### src/rtl/core/scc_pkg.sv
package scc_pkg;

	localparam int MASK_W           = 64;
	localparam int SLOT_IDX_W       = 6;
	localparam int CNT_W            = 8;
	localparam int CFG_IDX_W        = 3;
	localparam int CFG_DATA_W       = 8;
	localparam int SLOT_COUNT_DEF   = 64;
	localparam int HEADER_SLOTS_DEF = 8;

	localparam logic [CNT_W-1:0]  CNT_MAX           = 8'hFF;
	localparam logic [CNT_W-1:0]  ENROLL_FRAMES_RST = 8'd50;
	localparam logic [CNT_W-1:0]  MISSING_LIMIT_RST = 8'd5;
	localparam logic [MASK_W-1:0] INTRUDER_WINDOW   = 64'h0000_0000_FFFF_FF00;

	localparam logic [CFG_IDX_W-1:0] CFG_BUS_RUNNING   = 3'd0;
	localparam logic [CFG_IDX_W-1:0] CFG_ENROLL_FRAMES = 3'd1;
	localparam logic [CFG_IDX_W-1:0] CFG_MISSING_LIMIT = 3'd2;
	localparam logic [CFG_IDX_W-1:0] CFG_STOP_SLOT_A   = 3'd3;
	localparam logic [CFG_IDX_W-1:0] CFG_STOP_SLOT_B   = 3'd4;

	typedef enum logic [1:0] {
		OP_ENROLL  = 2'd0,
		OP_FRAME   = 2'd1,
		OP_CONSENT = 2'd2
	} op_t;

	typedef struct packed {
		logic                  bus_running;
		logic [CNT_W-1:0]      enroll_frames;
		logic [CNT_W-1:0]      missing_limit;
		logic [SLOT_IDX_W-1:0] stop_slot_a;
		logic [SLOT_IDX_W-1:0] stop_slot_b;
	} cfg_t;

	typedef struct packed {
		logic [1:0]        op;
		logic [MASK_W-1:0] frame_mask;
		logic [MASK_W-1:0] photo_required;
	} req_t;

	typedef struct packed {
		logic              motion_ok;
		logic              enrolled;
		logic              roll_fault;
		logic [MASK_W-1:0] intruder_slots;
		logic [MASK_W-1:0] enrolled_slots;
	} res_t;

	typedef struct packed {
		logic                  upd;
		logic                  clr;
		logic [CNT_W-1:0]      limit;
		logic [SLOT_IDX_W-1:0] stop_a;
		logic [SLOT_IDX_W-1:0] stop_b;
	} lane_ctrl_t;

endpackage

### src/rtl/core/scc_if.sv
interface scc_req_if;
	logic                       valid;
	logic                       ready;
	logic [1:0]                 op;
	logic [scc_pkg::MASK_W-1:0] frame_mask;
	logic [scc_pkg::MASK_W-1:0] photo_required;

	modport source (output valid, output op, output frame_mask, output photo_required,
		input ready);
	modport sink (input valid, input op, input frame_mask, input photo_required,
		output ready);
endinterface

interface scc_res_if;
	logic                       valid;
	logic                       ready;
	logic                       motion_ok;
	logic                       enrolled;
	logic                       roll_fault;
	logic [scc_pkg::MASK_W-1:0] intruder_slots;
	logic [scc_pkg::MASK_W-1:0] enrolled_slots;

	modport source (output valid, output motion_ok, output enrolled, output roll_fault,
		output intruder_slots, output enrolled_slots, input ready);
	modport sink (input valid, input motion_ok, input enrolled, input roll_fault,
		input intruder_slots, input enrolled_slots, output ready);
endinterface

### src/rtl/core/scc_lane.sv
module scc_lane #(
	parameter int SLOT_IDX = scc_pkg::HEADER_SLOTS_DEF
) (
	input  logic                clk,
	input  scc_pkg::lane_ctrl_t ctrl,
	input  logic                present,
	input  logic                enrolled,
	output logic                hit
);

	localparam logic [scc_pkg::SLOT_IDX_W-1:0] IDX = scc_pkg::SLOT_IDX_W'(SLOT_IDX);

	logic [scc_pkg::CNT_W-1:0] cnt_q;
	logic [scc_pkg::CNT_W-1:0] cnt_nx;
	logic                      checked;

	assign checked = enrolled && (IDX != ctrl.stop_a) && (IDX != ctrl.stop_b);

	always_comb begin
		if (present) begin
			cnt_nx = '0;
		end else if (cnt_q == scc_pkg::CNT_MAX) begin
			cnt_nx = cnt_q;
		end else begin
			cnt_nx = cnt_q + scc_pkg::CNT_W'(1);
		end
	end

	assign hit = ctrl.upd && checked && (cnt_nx >= ctrl.limit);

	always_ff @(posedge clk) begin
		if (ctrl.clr) begin
			cnt_q <= '0;
		end else if (ctrl.upd && checked) begin
			cnt_q <= cnt_nx;
		end
	end

endmodule

### src/rtl/core/scc_core.sv
module scc_core #(
	parameter int SLOT_COUNT   = scc_pkg::SLOT_COUNT_DEF,
	parameter int HEADER_SLOTS = scc_pkg::HEADER_SLOTS_DEF
) (
	input  logic          clk,
	input  logic          arst_n,
	input  logic          go,
	input  scc_pkg::req_t req,
	input  scc_pkg::cfg_t cfg,
	output scc_pkg::res_t res
);

	localparam int W = scc_pkg::MASK_W;
	localparam logic [W-1:0] VALID_SLOTS = {W{1'b1}} >> (W - SLOT_COUNT);
	localparam logic [W-1:0] HEADER_BITS = (W'(1) << HEADER_SLOTS) - W'(1);

	logic [W-1:0]              set_q, set_nx;
	logic                      valid_q, valid_nx;
	logic                      enrolling_q, enrolling_nx;
	logic [W-1:0]              acc_q, acc_nx;
	logic [scc_pkg::CNT_W-1:0] ecnt_q, ecnt_nx;
	logic                      fault_q, fault_nx;
	logic [W-1:0]              intr_q, intr_nx;
	logic [W-1:0]              last_q, last_nx;
	logic [W-1:0]              m;
	logic [W-1:0]              acc_and;
	logic [scc_pkg::CNT_W-1:0] ecnt_inc;
	logic [W-1:0]              hit;
	logic                      ok;
	logic                      stop_a_ok;
	logic                      stop_b_ok;
	scc_pkg::lane_ctrl_t       lane_ctrl;

	assign m        = req.frame_mask & VALID_SLOTS & ~HEADER_BITS;
	assign acc_and  = acc_q & m;
	assign ecnt_inc = (ecnt_q == scc_pkg::CNT_MAX) ? ecnt_q : ecnt_q + scc_pkg::CNT_W'(1);

	assign stop_a_ok = !set_q[cfg.stop_slot_a] || last_q[cfg.stop_slot_a];
	assign stop_b_ok = !set_q[cfg.stop_slot_b] || last_q[cfg.stop_slot_b];

	always_comb begin
		set_nx        = set_q;
		valid_nx      = valid_q;
		enrolling_nx  = enrolling_q;
		acc_nx        = acc_q;
		ecnt_nx       = ecnt_q;
		intr_nx       = intr_q;
		last_nx       = last_q;
		ok            = 1'b0;
		lane_ctrl.upd    = 1'b0;
		lane_ctrl.clr    = 1'b0;
		lane_ctrl.limit  = cfg.missing_limit;
		lane_ctrl.stop_a = cfg.stop_slot_a;
		lane_ctrl.stop_b = cfg.stop_slot_b;
		unique case (scc_pkg::op_t'(req.op))
			scc_pkg::OP_ENROLL: begin
				acc_nx       = '1;
				ecnt_nx      = '0;
				enrolling_nx = 1'b1;
				valid_nx     = 1'b0;
			end
			scc_pkg::OP_FRAME: begin
				last_nx = m;
				if (enrolling_q) begin
					acc_nx  = acc_and;
					ecnt_nx = ecnt_inc;
					if (ecnt_inc >= cfg.enroll_frames) begin
						set_nx        = acc_and & ~HEADER_BITS & VALID_SLOTS;
						valid_nx      = 1'b1;
						enrolling_nx  = 1'b0;
						lane_ctrl.clr = go;
					end
				end else if (valid_q) begin
					lane_ctrl.upd = go;
					intr_nx       = m & ~set_q & scc_pkg::INTRUDER_WINDOW;
				end
			end
			scc_pkg::OP_CONSENT: begin
				ok = cfg.bus_running && valid_q && !fault_q && (intr_q == '0) &&
					((last_q & req.photo_required) == req.photo_required) &&
					stop_a_ok && stop_b_ok;
			end
			default: begin
			end
		endcase
	end

	// Fault is refreshed only when the lanes actually checked this frame.
	assign fault_nx = lane_ctrl.upd ? (|hit) : fault_q;

	for (genvar s = 0; s < W; s++) begin : g_lane
		if (s >= HEADER_SLOTS && s < SLOT_COUNT) begin : g_live
			scc_lane #(.SLOT_IDX(s)) u_lane (
				.clk      (clk),
				.ctrl     (lane_ctrl),
				.present  (m[s]),
				.enrolled (set_q[s]),
				.hit      (hit[s])
			);
		end else begin : g_dead
			assign hit[s] = 1'b0;
		end
	end

	always_ff @(posedge clk or negedge arst_n) begin
		if (!arst_n) begin
			set_q       <= '0;
			valid_q     <= 1'b0;
			enrolling_q <= 1'b0;
			acc_q       <= '0;
			ecnt_q      <= '0;
			fault_q     <= 1'b0;
			intr_q      <= '0;
			last_q      <= '0;
		end else if (go) begin
			set_q       <= set_nx;
			valid_q     <= valid_nx;
			enrolling_q <= enrolling_nx;
			acc_q       <= acc_nx;
			ecnt_q      <= ecnt_nx;
			fault_q     <= fault_nx;
			intr_q      <= intr_nx;
			last_q      <= last_nx;
		end
	end

	assign res.motion_ok      = ok;
	assign res.enrolled       = valid_nx;
	assign res.roll_fault     = fault_nx;
	assign res.intruder_slots = intr_nx;
	assign res.enrolled_slots = set_nx;

endmodule

### src/rtl/core/slot_census_and_consent_unit.sv
// Slot census and motion consent for a frame bus of up to 64 slots.
// The req channel carries one item per request: begin an enrollment, the slot
// mask of a completed frame, or a motion consent query with its photo mask.
// The res channel returns exactly one item per request, in order, showing the
// consent answer and the enrolled, fault, intruder and enrolled-slot state as
// left by that request.
// Configuration registers are to be written through cfg_we, cfg_idx and
// cfg_wdata only while the block is idle; the block itself does not enforce
// this. Unknown indexes are ignored. An accepted item waits in the input
// register while all slot lanes work out their absence counters together;
// when the output register is free or being taken, the counters update and
// the result loads into the output register at the same edge. Sustained
// throughput is one item per cycle while the receiver does not stall.
// Reset clears the enrolment, fault and intruder state and loads the
// configuration defaults; absence counters hold no meaning until an
// enrollment completes and clears them.
// When the receiver stalls, the output register holds its item, the input
// register holds one more, and ready then drops until res is taken.
module slot_census_and_consent_unit #(
	parameter int SLOT_COUNT   = scc_pkg::SLOT_COUNT_DEF,
	parameter int HEADER_SLOTS = scc_pkg::HEADER_SLOTS_DEF
) (
	input  logic                           clk,
	input  logic                           arst_n,
	input  logic                           cfg_we,
	input  logic [scc_pkg::CFG_IDX_W-1:0]  cfg_idx,
	input  logic [scc_pkg::CFG_DATA_W-1:0] cfg_wdata,
	scc_req_if.sink                        req,
	scc_res_if.source                      res
);

	scc_pkg::cfg_t cfg_q;
	scc_pkg::req_t req_s1;
	logic          req_v_s1;
	scc_pkg::res_t out_q;
	logic          out_v_q;
	scc_pkg::res_t core_res;
	logic          adv;
	logic          go;

	always_ff @(posedge clk or negedge arst_n) begin
		if (!arst_n) begin
			cfg_q.bus_running   <= 1'b0;
			cfg_q.enroll_frames <= scc_pkg::ENROLL_FRAMES_RST;
			cfg_q.missing_limit <= scc_pkg::MISSING_LIMIT_RST;
			cfg_q.stop_slot_a   <= '0;
			cfg_q.stop_slot_b   <= '0;
		end else if (cfg_we) begin
			unique case (cfg_idx)
				scc_pkg::CFG_BUS_RUNNING:   cfg_q.bus_running   <= cfg_wdata[0];
				scc_pkg::CFG_ENROLL_FRAMES: cfg_q.enroll_frames <= cfg_wdata;
				scc_pkg::CFG_MISSING_LIMIT: cfg_q.missing_limit <= cfg_wdata;
				scc_pkg::CFG_STOP_SLOT_A:   cfg_q.stop_slot_a   <=
					cfg_wdata[scc_pkg::SLOT_IDX_W-1:0];
				scc_pkg::CFG_STOP_SLOT_B:   cfg_q.stop_slot_b   <=
					cfg_wdata[scc_pkg::SLOT_IDX_W-1:0];
				default: begin
				end
			endcase
		end
	end

	assign adv       = !out_v_q || res.ready;
	assign go        = req_v_s1 && adv;
	assign req.ready = !req_v_s1 || adv;

	always_ff @(posedge clk or negedge arst_n) begin
		if (!arst_n) begin
			req_v_s1 <= 1'b0;
		end else if (req.valid && req.ready) begin
			req_v_s1 <= 1'b1;
		end else if (adv) begin
			req_v_s1 <= 1'b0;
		end
	end

	always_ff @(posedge clk) begin
		if (req.valid && req.ready) begin
			req_s1.op             <= req.op;
			req_s1.frame_mask     <= req.frame_mask;
			req_s1.photo_required <= req.photo_required;
		end
	end

	scc_core #(
		.SLOT_COUNT   (SLOT_COUNT),
		.HEADER_SLOTS (HEADER_SLOTS)
	) u_core (
		.clk    (clk),
		.arst_n (arst_n),
		.go     (go),
		.req    (req_s1),
		.cfg    (cfg_q),
		.res    (core_res)
	);

	always_ff @(posedge clk or negedge arst_n) begin
		if (!arst_n) begin
			out_v_q <= 1'b0;
		end else if (go) begin
			out_v_q <= 1'b1;
		end else if (res.ready) begin
			out_v_q <= 1'b0;
		end
	end

	always_ff @(posedge clk) begin
		if (go) begin
			out_q <= core_res;
		end
	end

	assign res.valid          = out_v_q;
	assign res.motion_ok      = out_q.motion_ok;
	assign res.enrolled       = out_q.enrolled;
	assign res.roll_fault     = out_q.roll_fault;
	assign res.intruder_slots = out_q.intruder_slots;
	assign res.enrolled_slots = out_q.enrolled_slots;

endmodule

### src/flat_wrapper.sv
// flat-port wrapper written by rule: the top's interface ports become plain ports
module slot_census_and_consent_unit_flat 
#(
	parameter int SLOT_COUNT   = scc_pkg::SLOT_COUNT_DEF,
	parameter int HEADER_SLOTS = scc_pkg::HEADER_SLOTS_DEF
)
  (clk, arst_n, cfg_we, cfg_idx, cfg_wdata, req_valid, req_op, req_frame_mask, req_photo_required, req_ready, res_valid, res_motion_ok, res_enrolled, res_roll_fault, res_intruder_slots, res_enrolled_slots, res_ready);
  scc_req_if req_i ();
  scc_res_if res_i ();
  input  logic clk;
  input  logic arst_n;
  input  logic cfg_we;
  input  logic [scc_pkg::CFG_IDX_W-1:0] cfg_idx;
  input  logic [scc_pkg::CFG_DATA_W-1:0] cfg_wdata;
  input wire logic [$bits(req_i.valid)-1:0] req_valid;
  input wire logic [$bits(req_i.op)-1:0] req_op;
  input wire logic [$bits(req_i.frame_mask)-1:0] req_frame_mask;
  input wire logic [$bits(req_i.photo_required)-1:0] req_photo_required;
  output wire logic [$bits(req_i.ready)-1:0] req_ready;
  output wire logic [$bits(res_i.valid)-1:0] res_valid;
  output wire logic [$bits(res_i.motion_ok)-1:0] res_motion_ok;
  output wire logic [$bits(res_i.enrolled)-1:0] res_enrolled;
  output wire logic [$bits(res_i.roll_fault)-1:0] res_roll_fault;
  output wire logic [$bits(res_i.intruder_slots)-1:0] res_intruder_slots;
  output wire logic [$bits(res_i.enrolled_slots)-1:0] res_enrolled_slots;
  input wire logic [$bits(res_i.ready)-1:0] res_ready;
  assign req_i.valid = req_valid;
  assign req_i.op = req_op;
  assign req_i.frame_mask = req_frame_mask;
  assign req_i.photo_required = req_photo_required;
  assign req_ready = req_i.ready;
  assign res_valid = res_i.valid;
  assign res_motion_ok = res_i.motion_ok;
  assign res_enrolled = res_i.enrolled;
  assign res_roll_fault = res_i.roll_fault;
  assign res_intruder_slots = res_i.intruder_slots;
  assign res_enrolled_slots = res_i.enrolled_slots;
  assign res_i.ready = res_ready;
  slot_census_and_consent_unit #(.SLOT_COUNT(SLOT_COUNT), .HEADER_SLOTS(HEADER_SLOTS)) u_core (.clk(clk), .arst_n(arst_n), .cfg_we(cfg_we), .cfg_idx(cfg_idx), .cfg_wdata(cfg_wdata), .req(req_i), .res(res_i));
endmodule
### config.mk
export PLATFORM = sky130hd
export DESIGN_NAME = slot_census_and_consent_unit_flat
export DESIGN_NICKNAME = d
export VERILOG_FILES = /design/src/rtl/core/scc_pkg.sv /design/src/rtl/core/scc_if.sv /design/src/rtl/core/scc_lane.sv /design/src/rtl/core/scc_core.sv /design/src/rtl/core/slot_census_and_consent_unit.sv /design/src/flat_wrapper.sv
export SDC_FILE = /design/constraint.sdc
export NUM_CORES = 2
export LEC_CHECK = 0
export BUFFER_PORTS_ARGS = -buffer_cell sky130_fd_sc_hd__clkbuf_2
export CAP_MARGIN = 20
export CORE_UTILIZATION = 60
export CTS_BUF_LIST = sky130_fd_sc_hd__clkbuf_8
export CTS_CLUSTER_DIAMETER = 50
export DETAILED_ROUTE_END_ITERATION = 16
export PLACE_DENSITY = 0.78
export SLEW_MARGIN = 40
export SYNTH_ARGS = -nofsm -noshare
export SYNTH_HDL_FRONTEND = slang
export SYNTH_SLANG_ARGS = --single-unit
export TNS_END_PERCENT = 10
### constraint.sdc
create_clock -name clk -period 13.5 [get_ports clk]
set_input_delay 1.35 -clock clk [delete_from_list [all_inputs] [get_ports clk]]
set_output_delay 1.35 -clock clk [all_outputs]
set_load 0.005 [all_outputs]
After elaboration in Yosys (flattened, before gate mapping)

Cells that the tools add are included.

Register bits: 999
Logic and storage cells: 779
Input port bits: 146
Output and inout port bits: 133

Order comparisons: 59
Eq/ne operators: 177
Reductions and logical operators: 256
Bitwise gates (word level): 4
Multiplexer cells: 147
Add/subtract/negate cells: 57

Operators with widths:

| kind                                                                    | count |
|---|---|
| 8-bit two-way mux                                                       | 114 |
| 8-bit by 1-bit adder with 8-bit output (second input constant)          | 57 |
| 8-bit == test (second input constant)                                   | 57 |
| 8-bit >= comparator                                                     | 57 |
| 64-bit two-way mux                                                      | 7 |
| 6-bit inequality test (first input constant)                            | 64 |
| 1-bit logical AND                                                       | 232 |
| 5-bit by 6-bit inequality test with 1-bit output (first input constant) | 32 |
| 64-bit AND                                                              | 2 |
| 64-bit case mux with 2 select lines                                     | 1 |
| 4-bit by 6-bit inequality test with 1-bit output (first input constant) | 16 |
| 64-bit == test                                                          | 1 |
| 64-bit zero test                                                        | 1 |
| 56-bit OR reduction                                                     | 1 |
| 32-bit AND                                                              | 1 |
| 32-bit inverter                                                         | 1 |
| 1-bit binary-select mux with 6-bit select                               | 4 |
| 1-bit two-way mux                                                       | 17 |
| 8-bit case mux with 2 select lines                                      | 1 |
| 6-bit by 7-bit < comparator with 1-bit output (second input constant)   | 2 |
| 2-bit AND reduction                                                     | 7 |
| 3-bit by 2-bit == test with 1-bit output (second input constant)        | 2 |
| 2-bit nonzero test                                                      | 3 |
| 1-bit zero test                                                         | 5 |
| other kinds (11)                                                        | 15 |

Longest topological paths before layout

Word-level depth: 10
Mapped depth: 17
Gate-level depth less buffers: 16

Modules after synthesis

A second synthesis with hierarchy kept.

Cell total of the unflattened synthesis: 7259
Area, all modules: 68150.4 um^2

By module, submodules not included:

| module                                                | cells an instance | area an instance (um^2) | sequential area each (um^2) | instances |
|---|---|---|---|---|
| scc_core                                              | 1273              | 13232.7                 | 6281.0                      | 1 |
| slot_census_and_consent_unit                          | 335               | 9150.0                  | 8619.5                      | 1 |
| scc_lane (u_core.u_core.g_lane[21].g_live.u_lane ...) | 99                | 824.5                   | 160.2                       | 8 |
| scc_lane (u_core.u_core.g_lane[13].g_live.u_lane ...) | 103               | 855.8                   | 160.2                       | 4 |
| scc_lane (u_core.u_core.g_lane[19].g_live.u_lane ...) | 100               | 837.1                   | 160.2                       | 4 |
| scc_lane (u_core.u_core.g_lane[29].g_live.u_lane ...) | 100               | 827.0                   | 160.2                       | 4 |
| scc_lane (u_core.u_core.g_lane[31].g_live.u_lane ...) | 100               | 820.8                   | 160.2                       | 4 |
| scc_lane (u_core.u_core.g_lane[53].g_live.u_lane ...) | 99                | 819.5                   | 160.2                       | 4 |
| scc_lane (u_core.u_core.g_lane[20].g_live.u_lane ...) | 104               | 800.8                   | 160.2                       | 4 |
| scc_lane (u_core.u_core.g_lane[17].g_live.u_lane ...) | 99                | 799.5                   | 160.2                       | 4 |
| scc_lane (u_core.u_core.g_lane[23].g_live.u_lane ...) | 100               | 797.0                   | 160.2                       | 4 |
| scc_lane (u_core.u_core.g_lane[11].g_live.u_lane ...) | 99                | 818.3                   | 160.2                       | 3 |
| scc_lane (u_core.u_core.g_lane[55].g_live.u_lane ...) | 107               | 837.1                   | 160.2                       | 2 |
| scc_lane (u_core.u_core.g_lane[15].g_live.u_lane ...) | 100               | 818.3                   | 160.2                       | 2 |
| 7 more rows                                           | --                | --                      | --                          | -- |

Worst setup path after synthesis

OpenSTA, ideal clock, no wires.

Path kind: input-to-reg
From: input res_ready
To: register u_core.u_core.set_q[14]
Arrival: 5621 ps
Setup time: 125 ps
Data required time: 13375 ps
Path slack: 7755 ps
Path buffers: 1
Stages: 7
Cell sequence: nand2b_1 -> nand2_1 -> inv_1 -> nand2b_1 -> nor3_2 -> clkbuf_1 -> mux2_2

Cells in the longest elaborated chain, start to end: 2

Ends and longest elaborated chain:

| item                   | RTL line                           | source |
|---|---|---|
| start: declaration     | flat_wrapper.sv:26                 | `input wire logic [$bits(res_i.ready)-1:0] res_ready;` |
| 1-bit logical OR       | slot_census_and_consent_unit.sv:63 | `assign adv = !out_v_q \|\| res.ready;` |
| 1-bit logical AND      | slot_census_and_consent_unit.sv:64 | `assign go = req_v_s1 && adv;` |
| via u_core.go          | slot_census_and_consent_unit.sv:39 | `logic go;` |
| end signal: assignment | scc_core.sv:116                    | `set_q <= set_nx;` |
| end: declaration       | scc_core.sv:17                     | `logic [W-1:0] set_q, set_nx;` |

The timed path passes the listed nets, and every way through them passes these cells.
A chain may end at the register's enable or synchronous reset.

==> results.sh <==
export IMPL_status="completed"
export IMPL_post_drt_wl_per_cell_microns=21.2
export IMPL_powerDensity_nw_per_um2=120
export IMPL_worst_path_most_repeated_cell="buf_4"
export IMPL_finalCritPeriodShare_pct=38.4
export IMPL_drt_initial_drc_count=4580
export IMPL_ir_drop_mv=0.0840
export IMPL_routed_wl_microns=169000
export IMPL_h_tree_depth=4
export IMPL_final_util_pct=66.3
export IMPL_viasPerCell=6.25
export IMPL_pin_count=279
export IMPL_setup_tns_ns=0
export IMPL_max_slew_margin_pct=37.2
export IMPL_die_w_microns=317
export IMPL_drive_gt1_share_pct=13.1
export IMPL_rsz0062_at_grt="no"
export IMPL_gp_congestion=0.993
export IMPL_dp_hpwl_microns=117000
export IMPL_via_count=50000
export IMPL_place_port_buffers=270
export IMPL_worstPathArrival_ns=5.79
export IMPL_worstMarginPinSlew_ns=0.942
export IMPL_cp_max_fo=28
export IMPL_grt_max_degree=99
export IMPL_clk_latency_ns=0.89
export IMPL_numCtsBuffers=167
export IMPL_synth_nets=7013
export IMPL_synth_edf_count=253
export IMPL_finalSetupViolCount=0
export IMPL_cts_buffer_depth=3
export IMPL_fmax_mhz=193
export IMPL_drtPass1Iterations=7
export IMPL_worst_path_largest_cell_delay_ns=0.86
export IMPL_holdCritPathClass="in2async"
export IMPL_clock_sinks=983
export IMPL_path_clk_slew_ns=0.07
export IMPL_placed_area_sq_um=61600
export IMPL_clock_root_buffer="clkbuf_8"
export IMPL_finalPower_mw=7.81
export IMPL_min_period_ns=5.19
export IMPL_netlist_instances=6354
export IMPL_grt_util_all_layers_pct=33.3
export IMPL_ys_async_sr_fraction_pct=28.7
export IMPL_reg2reg_depth=12
export IMPL_ant_nets=0
export IMPL_synth_seq_cells=983
export IMPL_required_ns=14.10
export IMPL_crit_chain="inv_2, buf_4, buf_4, ha_1, o21ai_0, a21oi_1, o31ai_1, o211ai_1, a2111oi_0, nand4_1, nor4_2, nor2_1"
export IMPL_ys_seq_area_share_pct=39.8
export IMPL_grt_pass1_wl_microns=259000
export IMPL_fin_area_sq_um=65100
export IMPL_ys_flop_type="dfxtp_1"
export IMPL_core_area_sq_um=98300
export IMPL_syn_cell_area_sq_um=59400
export IMPL_maxSlewViolCount=0
export IMPL_dieArea_sq_um=100000
export IMPL_cts_tree="built"
export IMPL_hold_viol_final=0
export IMPL_syn_area_per_cell_sq_um=9.35
export IMPL_power_leakage_nw=28.5
export IMPL_synth_distinct_cells=87
export IMPL_drc=0
export IMPL_synthToLayoutAreaGrowth_pct=9.61
export IMPL_yosys_warnings=0
export IMPL_dp_slack_ns=8.11
export IMPL_rows=115
export IMPL_start_util_pct=60.5
export IMPL_cts_hold_buf=0
export IMPL_end_kind="flip-flop"
export IMPL_crit_slowest_cell="a2111oi_0"
export IMPL_worst_slack_ns=8.31
export IMPL_r2r_slack_ns=8.31
export IMPL_antenna_found_initial=6
export IMPL_cts_resized=0
export IMPL_cap_viol_max_count=0
export IMPL_cp_start_kind="flip-flop"
export IMPL_nets=7218
export IMPL_die_y_microns=317
export IMPL_grt_pass1_vias=46400
export IMPL_cts_setup_buffers=0
export IMPL_grt_ovfl_total=0
export IMPL_crit_type="reg2reg"
export IMPL_finalClockSkew_ns=0.0442
[cell type report]
class,instances,area [sq um]
Multi-Input combinational cell,4927,33900
Fill cell,7770,33100
Sequential cell,983,23600
Clock buffer,190,2620
Timing Repair Buffer,327,1920
Tap cell,1287,1610
Clock inverter,122,820
Inverter,153,579
Antenna cell,4,10.0
[placed cells by master, fill, tap and decap left out, types with 253 or more instances in the layout]
master,Yosys,routed
a21oi_1,352,352
clkbuf_2,6,269
dfrtp_1,277,274
dfxtp_1,448,448
edfxtp_1,253,253
ha_1,513,513
mux2i_1,291,291
nand2_1,319,317
nand3_1,273,273
nor2_1,954,953
o21ai_0,392,392
[worst paths after layout]
kind,start,endpoint
worst max-delay path,u_core.cfg_q[13]$_DFFE_PN0P_,u_core.res.roll_fault$_DFFE_PP_
worst min-delay path,arst_n,u_core.u_core.set_q[11]$_DFFE_PN0P_
worst max register to register,u_core.cfg_q[13]$_DFFE_PN0P_,u_core.res.roll_fault$_DFFE_PP_
worst min register to register,u_core.u_core.acc_q[41]$_DFFE_PN0P_,u_core.u_core.acc_q[41]$_DFFE_PN0P_
max in group asynchronous,arst_n,u_core.u_core.set_q[50]$_DFFE_PN0P_
min in group clk,u_core.u_core.acc_q[41]$_DFFE_PN0P_,u_core.u_core.acc_q[41]$_DFFE_PN0P_
[registers in the layout (all words and copies together) (netlist names)]
register and cells:
u_core.u_core.g_lane.g_live.u_lane.cnt_q 448, u_core.req_s1 122, u_core.res.enrolled_slots 64, u_core.res.intruder_slots 64
u_core.u_core.intr_q 64, u_core.u_core.set_q 64, u_core.u_core.acc_q 56, u_core.u_core.last_q 56
u_core.cfg_q 29, u_core.u_core.ecnt_q 8, u_core.req_v_s1 1, u_core.res.enrolled 1
u_core.res.motion_ok 1, u_core.res.roll_fault 1, u_core.res.valid 1, u_core.u_core.enrolling_q 1
u_core.u_core.fault_q 1, u_core.u_core.valid_q 1
[synthesized netlist by cell type (13+ instances only)]
cell type | n | area share [%]
a31oi_1 | 50 | 0.53
buf_4 | 38 | 0.48
nor2_1 | 954 | 6.0
buf_2 | 37 | 0.31
mux2_2 | 165 | 3.1
a311oi_1 | 16 | 0.24
nor3_1 | 170 | 1.4
nand3_1 | 273 | 2.3
a22o_1 | 14 | 0.21
edfxtp_1 | 253 | 13
clkbuf_1 | 190 | 1.2
and2_1 | 142 | 1.5
inv_1 | 153 | 0.97
a21o_1 | 53 | 0.67
o21ai_0 | 392 | 3.3
o211ai_1 | 13 | 0.16
a22oi_1 | 47 | 0.59
o21bai_1 | 13 | 0.16
a21oi_1 | 352 | 3.0
mux4_2 | 39 | 1.5
xnor2_1 | 60 | 0.88
and4_1 | 16 | 0.24
dfrtp_1 | 277 | 12
mux2i_1 | 291 | 4.9
nor4_1 | 20 | 0.21
nor3b_1 | 59 | 0.75
a211oi_1 | 96 | 1.2
xor2_1 | 132 | 1.9
nand2b_1 | 112 | 1.2
nand2_1 | 319 | 2.0
and3_1 | 132 | 1.4
or4_1 | 51 | 0.64
or3_1 | 19 | 0.20
nor2b_1 | 82 | 0.86
nand4_1 | 119 | 1.3
mux2_4 | 50 | 1.3
ha_1 | 513 | 11
dfxtp_1 | 448 | 15
[layer usage]
layer,part of all wire (%),GRT usage [%],vias to the layer above
met5,0.018,0,-
met4,5.7,18.3,4
met3,8.7,6.66,465
met2,45,52.2,2094
met1,41,43.3,23900
li1,-,-,23600
[cell families (layout without fill, tap and decap cells)]
family,count (synthesis),in the layout,share of synthesized area (%)
AO/OA/AOI/OAI,1144,1144,11.5
XOR/XNOR,192,192,2.83
adder cells (fa/ha/maj),513,513,10.8
buffers and inverters,444,792,3.26
flip-flops,983,983,39.8
multiplexers,545,545,10.8
other,0,4,0
AND/OR/NAND/NOR,2533,2533,21.1
[where the power goes]
group          switching [mW]  leakage, nW  total, mW  internal [mW]
clock                    1.31         1.97       2.75           1.44
combinational           0.893         17.1       1.49          0.600
sequential              0.295         9.49       3.57           3.27
[metrics by stage]
| step | instances | hold WS, ns |
|---|---|---|
| final | 7993 | 0.317 |
| after global routing | 7990 | 0.297 |
| after CTS | 7984 | 0.489 |
| after detailed placement | 7672 | 0.486 |
| after global placement | 7669 | 0.479 |
| after floorplan | 6354 | 0.459 |
[critical path, delay by kind of cell (launching register included)]
kind	cells	cell delay, ns
adders and majority gates	1	0.35
AOI/OAI and AO/OA	5	1.55
buffers and inverters	3	1.35
and+or+nand+nor	3	1.23
DFF	1	0.37
(Power assumes the default switching activity.)
